==> config.mk <==
export PLATFORM = sky130hd
export DESIGN_NAME = sha256_stream_hash_core_flat
export DESIGN_NICKNAME = d
export VERILOG_FILES = /design/src/hw/rtl/sha_pkg.sv /design/src/hw/rtl/sha_if.sv /design/src/hw/rtl/sha_round.sv /design/src/hw/rtl/sha256_stream_hash_core.sv /design/src/flat_wrapper.sv
export SDC_FILE = /design/constraint.sdc
export NUM_CORES = 2
export LEC_CHECK = 0
export BUFFER_PORTS_ARGS = -buffer_cell sky130_fd_sc_hd__buf_2
export CAP_MARGIN = 20
export CORE_AREA = 2 2 542 544
export DETAILED_ROUTE_END_ITERATION = 7
export DIE_AREA = 0 0 544 546
export PLACE_DENSITY_LB_ADDON = 0.12
export REMOVE_ABC_BUFFERS = 1
export SLEW_MARGIN = 25
export SYNTH_ARGS = -nofsm -noshare
export SYNTH_HDL_FRONTEND = slang
export SYNTH_SLANG_ARGS = --single-unit
==> constraint.sdc <==
create_clock -name clk -period 12.6 [get_ports clk]
set_input_delay 0.63 -clock clk [delete_from_list [all_inputs] [get_ports clk]]
set_output_delay 0.63 -clock clk [all_outputs]
set_load 0.01 [all_outputs]
==> src/hw/rtl/sha_pkg.sv <==
// package: types, constants and functions for the sha-256 stream hash core
package sha_pkg;

  typedef enum logic [2:0] {
    ST_IDLE,
    ST_PAD,
    ST_ROUND,
    ST_UPDATE,
    ST_EMIT
  } sha_state_t;

  typedef logic [31:0] word_t;

  // control from sequencer to round unit
  typedef struct packed {
    logic       load;    // copy hash words into working vars
    logic       round;   // run one round
    logic [5:0] rnd;     // round number
  } rnd_ctrl_t;

  localparam logic [7:0] PAD_BYTE  = 8'h80;
  localparam logic [5:0] LEN_POS   = 6'd56;

  function automatic word_t init_h(input logic [2:0] i);
    word_t r;
    case (i)
      3'd0: r = 32'h6a09e667;
      3'd1: r = 32'hbb67ae85;
      3'd2: r = 32'h3c6ef372;
      3'd3: r = 32'ha54ff53a;
      3'd4: r = 32'h510e527f;
      3'd5: r = 32'h9b05688c;
      3'd6: r = 32'h1f83d9ab;
      default: r = 32'h5be0cd19;
    endcase
    return r;
  endfunction

  function automatic word_t round_k(input logic [5:0] i);
    word_t r;
    case (i)
      6'd0: r = 32'h428a2f98; 6'd1: r = 32'h71374491; 6'd2: r = 32'hb5c0fbcf;
      6'd3: r = 32'he9b5dba5; 6'd4: r = 32'h3956c25b; 6'd5: r = 32'h59f111f1;
      6'd6: r = 32'h923f82a4; 6'd7: r = 32'hab1c5ed5; 6'd8: r = 32'hd807aa98;
      6'd9: r = 32'h12835b01; 6'd10: r = 32'h243185be; 6'd11: r = 32'h550c7dc3;
      6'd12: r = 32'h72be5d74; 6'd13: r = 32'h80deb1fe; 6'd14: r = 32'h9bdc06a7;
      6'd15: r = 32'hc19bf174; 6'd16: r = 32'he49b69c1; 6'd17: r = 32'hefbe4786;
      6'd18: r = 32'h0fc19dc6; 6'd19: r = 32'h240ca1cc; 6'd20: r = 32'h2de92c6f;
      6'd21: r = 32'h4a7484aa; 6'd22: r = 32'h5cb0a9dc; 6'd23: r = 32'h76f988da;
      6'd24: r = 32'h983e5152; 6'd25: r = 32'ha831c66d; 6'd26: r = 32'hb00327c8;
      6'd27: r = 32'hbf597fc7; 6'd28: r = 32'hc6e00bf3; 6'd29: r = 32'hd5a79147;
      6'd30: r = 32'h06ca6351; 6'd31: r = 32'h14292967; 6'd32: r = 32'h27b70a85;
      6'd33: r = 32'h2e1b2138; 6'd34: r = 32'h4d2c6dfc; 6'd35: r = 32'h53380d13;
      6'd36: r = 32'h650a7354; 6'd37: r = 32'h766a0abb; 6'd38: r = 32'h81c2c92e;
      6'd39: r = 32'h92722c85; 6'd40: r = 32'ha2bfe8a1; 6'd41: r = 32'ha81a664b;
      6'd42: r = 32'hc24b8b70; 6'd43: r = 32'hc76c51a3; 6'd44: r = 32'hd192e819;
      6'd45: r = 32'hd6990624; 6'd46: r = 32'hf40e3585; 6'd47: r = 32'h106aa070;
      6'd48: r = 32'h19a4c116; 6'd49: r = 32'h1e376c08; 6'd50: r = 32'h2748774c;
      6'd51: r = 32'h34b0bcb5; 6'd52: r = 32'h391c0cb3; 6'd53: r = 32'h4ed8aa4a;
      6'd54: r = 32'h5b9cca4f; 6'd55: r = 32'h682e6ff3; 6'd56: r = 32'h748f82ee;
      6'd57: r = 32'h78a5636f; 6'd58: r = 32'h84c87814; 6'd59: r = 32'h8cc70208;
      6'd60: r = 32'h90befffa; 6'd61: r = 32'ha4506ceb; 6'd62: r = 32'hbef9a3f7;
      default: r = 32'hc67178f2;
    endcase
    return r;
  endfunction

endpackage

==> src/hw/rtl/sha_if.sv <==
// stream interfaces for input bytes and digest words
interface sha_in_if;
  logic       valid;
  logic       ready;
  logic [7:0] data_byte;
  logic       byte_present;
  logic       start_message;
  logic       end_message;
  modport source (output valid, data_byte, byte_present, start_message, end_message,
                  input ready);
  modport sink (input valid, data_byte, byte_present, start_message, end_message,
                output ready);
endinterface

interface sha_out_if;
  logic        valid;
  logic        ready;
  logic [31:0] digest_word;
  logic [2:0]  word_index;
  logic        last_word;
  modport source (output valid, digest_word, word_index, last_word, input ready);
  modport sink (input valid, digest_word, word_index, last_word, output ready);
endinterface

==> src/hw/rtl/sha_round.sv <==
// shared round unit: message schedule window and working variables
module sha_round
  import sha_pkg::*;
(
  input  logic      clk,
  input  rnd_ctrl_t ctrl,
  input  logic      wr_en,     // write a packed word into the window
  input  logic [3:0] wr_idx,
  input  word_t     wr_data,
  input  word_t     h_in [8],
  output word_t     v_out [8]
);

  word_t w_r [16];
  word_t v_r [8];

  logic [3:0] ri;
  word_t w15, w2, wnew, wr, s1, ch, s0, mj, t1, t2;

  // schedule expansion and round function
  always_comb begin
    ri   = ctrl.rnd[3:0];
    w15  = w_r[ri + 4'd1];
    w2   = w_r[ri + 4'd14];
    wnew = w_r[ri]
         + ({w15[6:0], w15[31:7]} ^ {w15[17:0], w15[31:18]} ^ (w15 >> 3))
         + w_r[ri + 4'd9]
         + ({w2[16:0], w2[31:17]} ^ {w2[18:0], w2[31:19]} ^ (w2 >> 10));
    wr   = ctrl.rnd[5:4] == 2'd0 ? w_r[ri] : wnew;
    s1   = {v_r[4][5:0], v_r[4][31:6]} ^ {v_r[4][10:0], v_r[4][31:11]}
         ^ {v_r[4][24:0], v_r[4][31:25]};
    ch   = (v_r[4] & v_r[5]) ^ (~v_r[4] & v_r[6]);
    s0   = {v_r[0][1:0], v_r[0][31:2]} ^ {v_r[0][12:0], v_r[0][31:13]}
         ^ {v_r[0][21:0], v_r[0][31:22]};
    mj   = (v_r[0] & v_r[1]) ^ (v_r[0] & v_r[2]) ^ (v_r[1] & v_r[2]);
    t1   = v_r[7] + s1 + ch + round_k(ctrl.rnd) + wr;
    t2   = s0 + mj;
  end

  // window and working variable registers
  always_ff @(posedge clk) begin
    if (wr_en) begin
      w_r[wr_idx] <= wr_data;
    end else if (ctrl.round) begin
      w_r[ri] <= wr;
    end
    if (ctrl.load) begin
      v_r <= h_in;
    end else if (ctrl.round) begin
      v_r[7] <= v_r[6];
      v_r[6] <= v_r[5];
      v_r[5] <= v_r[4];
      v_r[4] <= v_r[3] + t1;
      v_r[3] <= v_r[2];
      v_r[2] <= v_r[1];
      v_r[1] <= v_r[0];
      v_r[0] <= t1 + t2;
    end
  end

  assign v_out = v_r;

endmodule

==> src/hw/rtl/sha256_stream_hash_core.sv <==
// top level: sha-256 stream hash core with byte packing and sequencer
//
//  channel | dir | payload                                          | handshake
//  in_     | in  | data_byte, byte_present, start_message, end_msg  | valid/ready
//  out_    | out | digest_word, word_index, last_word               | valid/ready
//
// a byte request is taken when valid and ready are both high; when it fills a block the
// working variables load from the hash words, then the rounds and an update
// follow, and the input is not ready meanwhile. an end request pads one byte per
// cycle while no compression runs, with one or two compressions (a compression first when
// its own byte fills a block), then eight words one per cycle as out_ready allows.
// rst_n is synchronous; it reloads the initial hash and clears counts.
// the input is not ready while a compression, padding or digest is busy.
module sha256_stream_hash_core
  import sha_pkg::*;
(
  input logic        clk,
  input logic        rst_n,
  sha_in_if.sink     in_ch,
  sha_out_if.source  out_ch
);

  sha_state_t  state_r, state_nxt;
  word_t       h_r [8];
  logic [60:0] bcnt_r, bcnt_nxt;
  logic [5:0]  fill_r, fill_nxt;
  logic [23:0] part_r, part_nxt;     // partial word bytes
  logic [5:0]  rnd_r, rnd_nxt;
  logic [2:0]  oidx_r, oidx_nxt;
  logic        fin_r, fin_nxt;       // pad byte 0x80 still to go in
  logic        pad_r, pad_nxt;       // message is being padded
  logic        wrap_r, wrap_nxt;     // pad byte landed inside the length field bytes
  logic        done_r, done_nxt;     // this compression holds the length field
  logic        upd;                  // fold working vars into hash
  logic        init;                 // reload initial hash
  logic        byte_go;
  logic [7:0]  byte_val;
  logic [2:0]  pad_i;
  logic [63:0] bits;
  rnd_ctrl_t   ctrl;
  word_t       v [8];
  logic        in_acc;

  sha_round u_round (
    .clk     (clk),
    .ctrl    (ctrl),
    .wr_en   (byte_go && fill_r[1:0] == 2'd3),
    .wr_idx  (fill_r[5:2]),
    .wr_data ({part_r, byte_val}),
    .h_in    (h_r),
    .v_out   (v)
  );

  assign in_acc = in_ch.valid && in_ch.ready;
  assign bits   = {bcnt_r, 3'b000};
  assign pad_i  = 3'(fill_r - LEN_POS);

  // sequencer
  always_comb begin
    state_nxt  = state_r;
    bcnt_nxt   = bcnt_r;
    fill_nxt   = fill_r;
    part_nxt   = part_r;
    rnd_nxt    = rnd_r;
    oidx_nxt   = oidx_r;
    fin_nxt    = fin_r;
    pad_nxt    = pad_r;
    wrap_nxt   = wrap_r;
    done_nxt   = done_r;
    upd        = 1'b0;
    init       = 1'b0;
    byte_go    = 1'b0;
    byte_val   = in_ch.data_byte;
    ctrl       = '{load: 1'b0, round: 1'b0, rnd: rnd_r};
    in_ch.ready = 1'b0;
    case (state_r)
      ST_IDLE: begin
        in_ch.ready = 1'b1;
        if (in_acc) begin
          if (in_ch.start_message) begin
            init = 1'b1;
            bcnt_nxt = '0;
            fill_nxt = '0;
          end
          byte_go = in_ch.byte_present;
          if (in_ch.byte_present) begin
            bcnt_nxt = (in_ch.start_message ? 61'd0 : bcnt_r) + 61'd1;
          end
          fin_nxt = in_ch.end_message;
          pad_nxt = in_ch.end_message;
          wrap_nxt = 1'b0;
          done_nxt = 1'b0;
          if (byte_go && (in_ch.start_message ? 6'd0 : fill_r) == 6'd63) begin
            ctrl.load = 1'b1;
            rnd_nxt = '0;
            state_nxt = ST_ROUND;
          end else if (in_ch.end_message) begin
            state_nxt = ST_PAD;
          end
          if (in_ch.start_message) begin
            byte_go = 1'b0;
            if (in_ch.byte_present) begin
              fill_nxt = 6'd1;
              part_nxt = {16'd0, in_ch.data_byte};
            end
          end
        end
      end
      ST_PAD: begin
        byte_go = 1'b1;
        fin_nxt = 1'b0;
        // 0x80 first, length only in a block whose pad byte came before it
        if (fin_r) begin
          byte_val = PAD_BYTE;
          if (fill_r >= LEN_POS) wrap_nxt = 1'b1;
        end else if (fill_r >= LEN_POS && !wrap_r) begin
          byte_val = bits[8*(7-pad_i) +: 8];
        end else begin
          byte_val = 8'd0;
        end
        if (fill_r == 6'd63) begin
          ctrl.load = 1'b1;
          rnd_nxt = '0;
          state_nxt = ST_ROUND;
          wrap_nxt = 1'b0;
          done_nxt = !fin_r && !wrap_r;
        end
      end
      ST_ROUND: begin
        ctrl.round = 1'b1;
        rnd_nxt = rnd_r + 6'd1;
        if (rnd_r == 6'd63) state_nxt = ST_UPDATE;
      end
      ST_UPDATE: begin
        upd = 1'b1;
        if (done_r) begin
          state_nxt = ST_EMIT;
        end else if (pad_r) begin
          state_nxt = ST_PAD;
        end else begin
          state_nxt = ST_IDLE;
        end
      end
      ST_EMIT: begin
        if (out_ch.ready) begin
          oidx_nxt = oidx_r + 3'd1;
          if (oidx_r == 3'd7) begin
            init = 1'b1;
            bcnt_nxt = '0;
            fill_nxt = '0;
            pad_nxt = 1'b0;
            done_nxt = 1'b0;
            state_nxt = ST_IDLE;
          end
        end
      end
      default: state_nxt = ST_IDLE;
    endcase
    if (byte_go) begin
      fill_nxt = fill_r + 6'd1;
      part_nxt = {part_r[15:0], byte_val};
    end
  end

  // state and counters
  always_ff @(posedge clk) begin
    if (!rst_n) begin
      state_r <= ST_IDLE;
      bcnt_r  <= '0;
      fill_r  <= '0;
      rnd_r   <= '0;
      oidx_r  <= '0;
      fin_r   <= 1'b0;
      pad_r   <= 1'b0;
      wrap_r  <= 1'b0;
      done_r  <= 1'b0;
    end else begin
      state_r <= state_nxt;
      bcnt_r  <= bcnt_nxt;
      fill_r  <= fill_nxt;
      rnd_r   <= rnd_nxt;
      oidx_r  <= oidx_nxt;
      fin_r   <= fin_nxt;
      pad_r   <= pad_nxt;
      wrap_r  <= wrap_nxt;
      done_r  <= done_nxt;
    end
  end

  always_ff @(posedge clk) begin
    part_r <= part_nxt[23:0];
  end

  // hash words
  always_ff @(posedge clk) begin
    if (!rst_n || init) begin
      for (int i = 0; i < 8; i++) h_r[i] <= init_h(3'(i));
    end else if (upd) begin
      for (int i = 0; i < 8; i++) h_r[i] <= h_r[i] + v[i];
    end
  end

  assign out_ch.valid       = state_r == ST_EMIT;
  assign out_ch.digest_word = h_r[oidx_r];
  assign out_ch.word_index  = oidx_r;
  assign out_ch.last_word   = oidx_r == 3'd7;

endmodule

==> src/flat_wrapper.sv <==
// flat-port wrapper written by rule: the top's interface ports become plain ports
module sha256_stream_hash_core_flat import sha_pkg::*;
  (clk, rst_n, in_ch_valid, in_ch_data_byte, in_ch_byte_present, in_ch_start_message, in_ch_end_message, in_ch_ready, out_ch_valid, out_ch_digest_word, out_ch_word_index, out_ch_last_word, out_ch_ready);
  sha_in_if in_ch_i ();
  sha_out_if out_ch_i ();
  input logic clk;
  input logic rst_n;
  input wire logic [$bits(in_ch_i.valid)-1:0] in_ch_valid;
  input wire logic [$bits(in_ch_i.data_byte)-1:0] in_ch_data_byte;
  input wire logic [$bits(in_ch_i.byte_present)-1:0] in_ch_byte_present;
  input wire logic [$bits(in_ch_i.start_message)-1:0] in_ch_start_message;
  input wire logic [$bits(in_ch_i.end_message)-1:0] in_ch_end_message;
  output wire logic [$bits(in_ch_i.ready)-1:0] in_ch_ready;
  output wire logic [$bits(out_ch_i.valid)-1:0] out_ch_valid;
  output wire logic [$bits(out_ch_i.digest_word)-1:0] out_ch_digest_word;
  output wire logic [$bits(out_ch_i.word_index)-1:0] out_ch_word_index;
  output wire logic [$bits(out_ch_i.last_word)-1:0] out_ch_last_word;
  input wire logic [$bits(out_ch_i.ready)-1:0] out_ch_ready;
  assign in_ch_i.valid = in_ch_valid;
  assign in_ch_i.data_byte = in_ch_data_byte;
  assign in_ch_i.byte_present = in_ch_byte_present;
  assign in_ch_i.start_message = in_ch_start_message;
  assign in_ch_i.end_message = in_ch_end_message;
  assign in_ch_ready = in_ch_i.ready;
  assign out_ch_valid = out_ch_i.valid;
  assign out_ch_digest_word = out_ch_i.digest_word;
  assign out_ch_word_index = out_ch_i.word_index;
  assign out_ch_last_word = out_ch_i.last_word;
  assign out_ch_i.ready = out_ch_ready;
  sha256_stream_hash_core u_core (.clk(clk), .rst_n(rst_n), .in_ch(in_ch_i), .out_ch(out_ch_i));
endmodule
==> flow_metrics.env <==
export IMPL_outcome="finished clean"
export IMPL_yosysTopAreaCellShare=0.2825
export IMPL_max_freq_mhz=82.20
export IMPL_die_height_microns=546
export IMPL_fillers=29370
export IMPL_setup_violations=0
export IMPL_worstMarginPinSlew_ns=1.102
export IMPL_clock_skew_ns=0.09039
export IMPL_grt_max_degree=161
export IMPL_clk_latency_ns=0.88
export IMPL_critPathKind="register to register"
export IMPL_vias=66640
export IMPL_stdcell_count=12300
export IMPL_slew_viol_final=0
export IMPL_min_path_type="primary input to register"
export IMPL_synth_area_per_cell_sq_um=10.55
export IMPL_first_pass_iters=6
export IMPL_syn_cell_area_sq_um=84180
export IMPL_synthMuxAreaShare=0.1710
export IMPL_synth_xor_area_frac=0.06015
export IMPL_synth_cell_types=93
export IMPL_cp_common_cell="buf_4"
export IMPL_start_util=0.2882
export IMPL_slowest_delay_ns=0.60
export IMPL_fin_crit_sh=0.9655
export IMPL_grt_overflow_total=0
export IMPL_die_w_microns=544
export IMPL_layout_nets=8871
export IMPL_drc_errors=0
export IMPL_end_kind="register"
export IMPL_ant_nets=0
export IMPL_place_congestion=0.9171
export IMPL_track_usage=0.2203
export IMPL_syn_instance_count=7978
export IMPL_yosysTopAreaCell="edfxtp_1"
export IMPL_cts_buffers=157
export IMPL_numClockSinks=1167
export IMPL_fin_util=0.3350
export IMPL_synthArstFlopShare=0
export IMPL_area_delta_synth_final_pct=16.24
export IMPL_wl_mm=334.0
export IMPL_place_inst=12000
export IMPL_dieArea_sq_um=297000
export IMPL_yosys_area_share_simple=0.1172
export IMPL_maxCapViolCount=0
export IMPL_cp_max_fo=13
export IMPL_antenna_found_initial=20
export IMPL_synth_edf_count=792
export IMPL_wl_per_cell_microns=27.15
export IMPL_drive_gt1_frac=0.1891
export IMPL_rows=199
export IMPL_synth_warnings=0
export IMPL_synthTopCellsByArea="edfxtp_1, mux4_2, dfxtp_1"
export IMPL_synth_seq_area_share=0.3717
export IMPL_worstSetupStartpointType="register"
export IMPL_ys_seq_elements=1167
export IMPL_fin_crit_ns=12.17
export IMPL_synth_common_cells="nand2_1, edfxtp_1, mux4_2, a21oi_1, inv_1"
export IMPL_relSlewSlack=0.2443
export IMPL_synthAdderAreaFrac=0.1075
export IMPL_synth_compound_area_share=0.1313
export IMPL_portBuffers=52
export IMPL_cpMaxStageDelayCell="mux4_2"
export IMPL_grt_pass1_vias=65940
export IMPL_dp_hpwl_mm=239.6
export IMPL_coreArea_sq_um=292100
export IMPL_cts_clk_slew_worst_paths_ns=0.06
export IMPL_layout_setup_ws_ns=0.4343
export IMPL_grt_pass1_wl_mm=480.1
export IMPL_crit_arrival_ns=12.72
export IMPL_synthFlopType="edfxtp_1"
export IMPL_yosysMostFrequentCell="nand2_1"
export IMPL_routed_via_density=5.416
export IMPL_ioPinCount=53
export IMPL_root_buffer="clkbuf_16"
export IMPL_synth_top_family_by_area="multiplexers"
export IMPL_h_tree_depth=4
export IMPL_cts_hold_buffers=0
export IMPL_cp_required_ns=13.16
export IMPL_cts_tree="yes"
export IMPL_drtIter0Drc=6203
export IMPL_clk_path_buf_depth=4
export IMPL_pre_cts_ws_ns=-0.3017
export IMPL_hold_viol=0
cells in the final DEF (no fill, tap or decap), types with 30 or more instances in the layout:
cell type	n
or3_1	30
nand4_1	42
o21a_1	55
a31oi_1	52
o21ai_0	398
nand3_1	130
o211ai_1	113
xor2_1	169
dfxtp_1	366
clkbuf_16	161
mux2_2	42
inv_1	429
a21oi_1	566
a21boi_0	37
ha_1	394
o21bai_1	40
buf_12	32
mux4_2	582
nand2b_1	65
nor2_1	346
xnor2_1	378
nor3_1	103
fa_1	193
and3_1	42
clkbuf_1	36
buf_2	51
a211oi_1	51
and2_1	31
nor2b_1	115
mux2i_1	63
buf_4	503
nand2_1	1223
edfxtp_1	792
a21o_1	187
metrics by stage:
stage | setup TNS [ns] | hold slack [ns] | area [sq um]
4_1_cts | 0 | 0.02272 | 97340
3_3_place_gp | -0.6949 | 0.4718 | 92210
6_report | 0 | 0.08085 | 97850
5_1_grt | -0.01251 | 0.06900 | 97850
2_1_floorplan | -4141.22 | 0.4435 | 82360
3_5_place_dp | -0.6470 | 0.4862 | 92220
layout make-up:
type	instances	area [sq um]	area share
multi-input combinational	5901	50000	0.5110
sequential	1167	31320	0.3200
timing repair buffer	602	4986	0.05096
tap	3919	4903	0.05011
clock buffer	208	4293	0.04387
inverter	436	1644	0.01680
clock inverter	70	700.7	0.007161
antenna	1	2.502	0.00002557
state kept, by name (all words and copies together), names as in the netlist, named ones only:
signal / cells
u_core.pad_r: 1
u_core.fin_r: 1
u_core.u_round.w_r: 512
u_core.state_r: 3
u_core.rnd_r: 6
u_core.h_r: 256
u_core.out_ch.word_index: 3
u_core.fill_r: 6
u_core.u_round.v_out: 256
u_core.wrap_r: 1
u_core.bcnt_r: 61
u_core.done_r: 1
u_core.part_r: 24
path summary, 6_finish.rpt:
| check | from | end | slack (ns) | cells past startpoint |
|---|---|---|---|---|
| setup / recovery | u_core.rnd_r[0] | u_core.u_round.v_out[127] | 0.43 | 50 |
| hold / removal | in_ch_end_message | u_core.pad_r | 0.08 | 3 |
| setup reg to reg | u_core.rnd_r[0] | u_core.u_round.v_out[127] | 0.43 | 50 |
| hold reg to reg | u_core.h_r[64] | u_core.h_r[64] | 0.49 | 2 |
critical path: cells and delay by family, from the launching register on:
| kind | cells | cell delay, ns |
|---|---|---|
| fa+ha+maj | 9 | 3.61 |
| flops | 1 | 0.40 |
| xor+xnor | 4 | 0.62 |
| simple gates | 4 | 1.33 |
| mux | 3 | 1.17 |
| buf+inv | 12 | 1.50 |
| compound gates | 18 | 3.18 |
kinds of logic after synthesis:
group                      after synthesis
and+or+nand+nor                       2240
xor gates and xnor gates               573
adders and majority gates              610
AOI/OAI and AO/OA                     1784
muxes                                  694
buffers and inverters                  910
DFF                                   1167
routing by layer:
layer / up-vias / track usage / wire (microns)
li1: 29960 / - / -
met1: 33810 / 0.3045 / 149100
met2: 2397 / 0.3601 / 156700
met3: 471 / 0.02638 / 17460
met4: 2 / 0.06432 / 10760
met5: - / 0 / 16
timing repair:
| action | 4_1_cts | 5_1_grt |
|---|---|---|
| endpoints found under the setup margin | 6 | 12 |
| resized for setup | 14 | 53 |
| cloned | 2 | 2 |
| pin swaps | 2 | 13 |
| setup buffers | 0 | 18 |
Power is left out: the tool's default activity adds up to more than one toggle a clock period on the data nets, which glitch-free logic cannot reach.
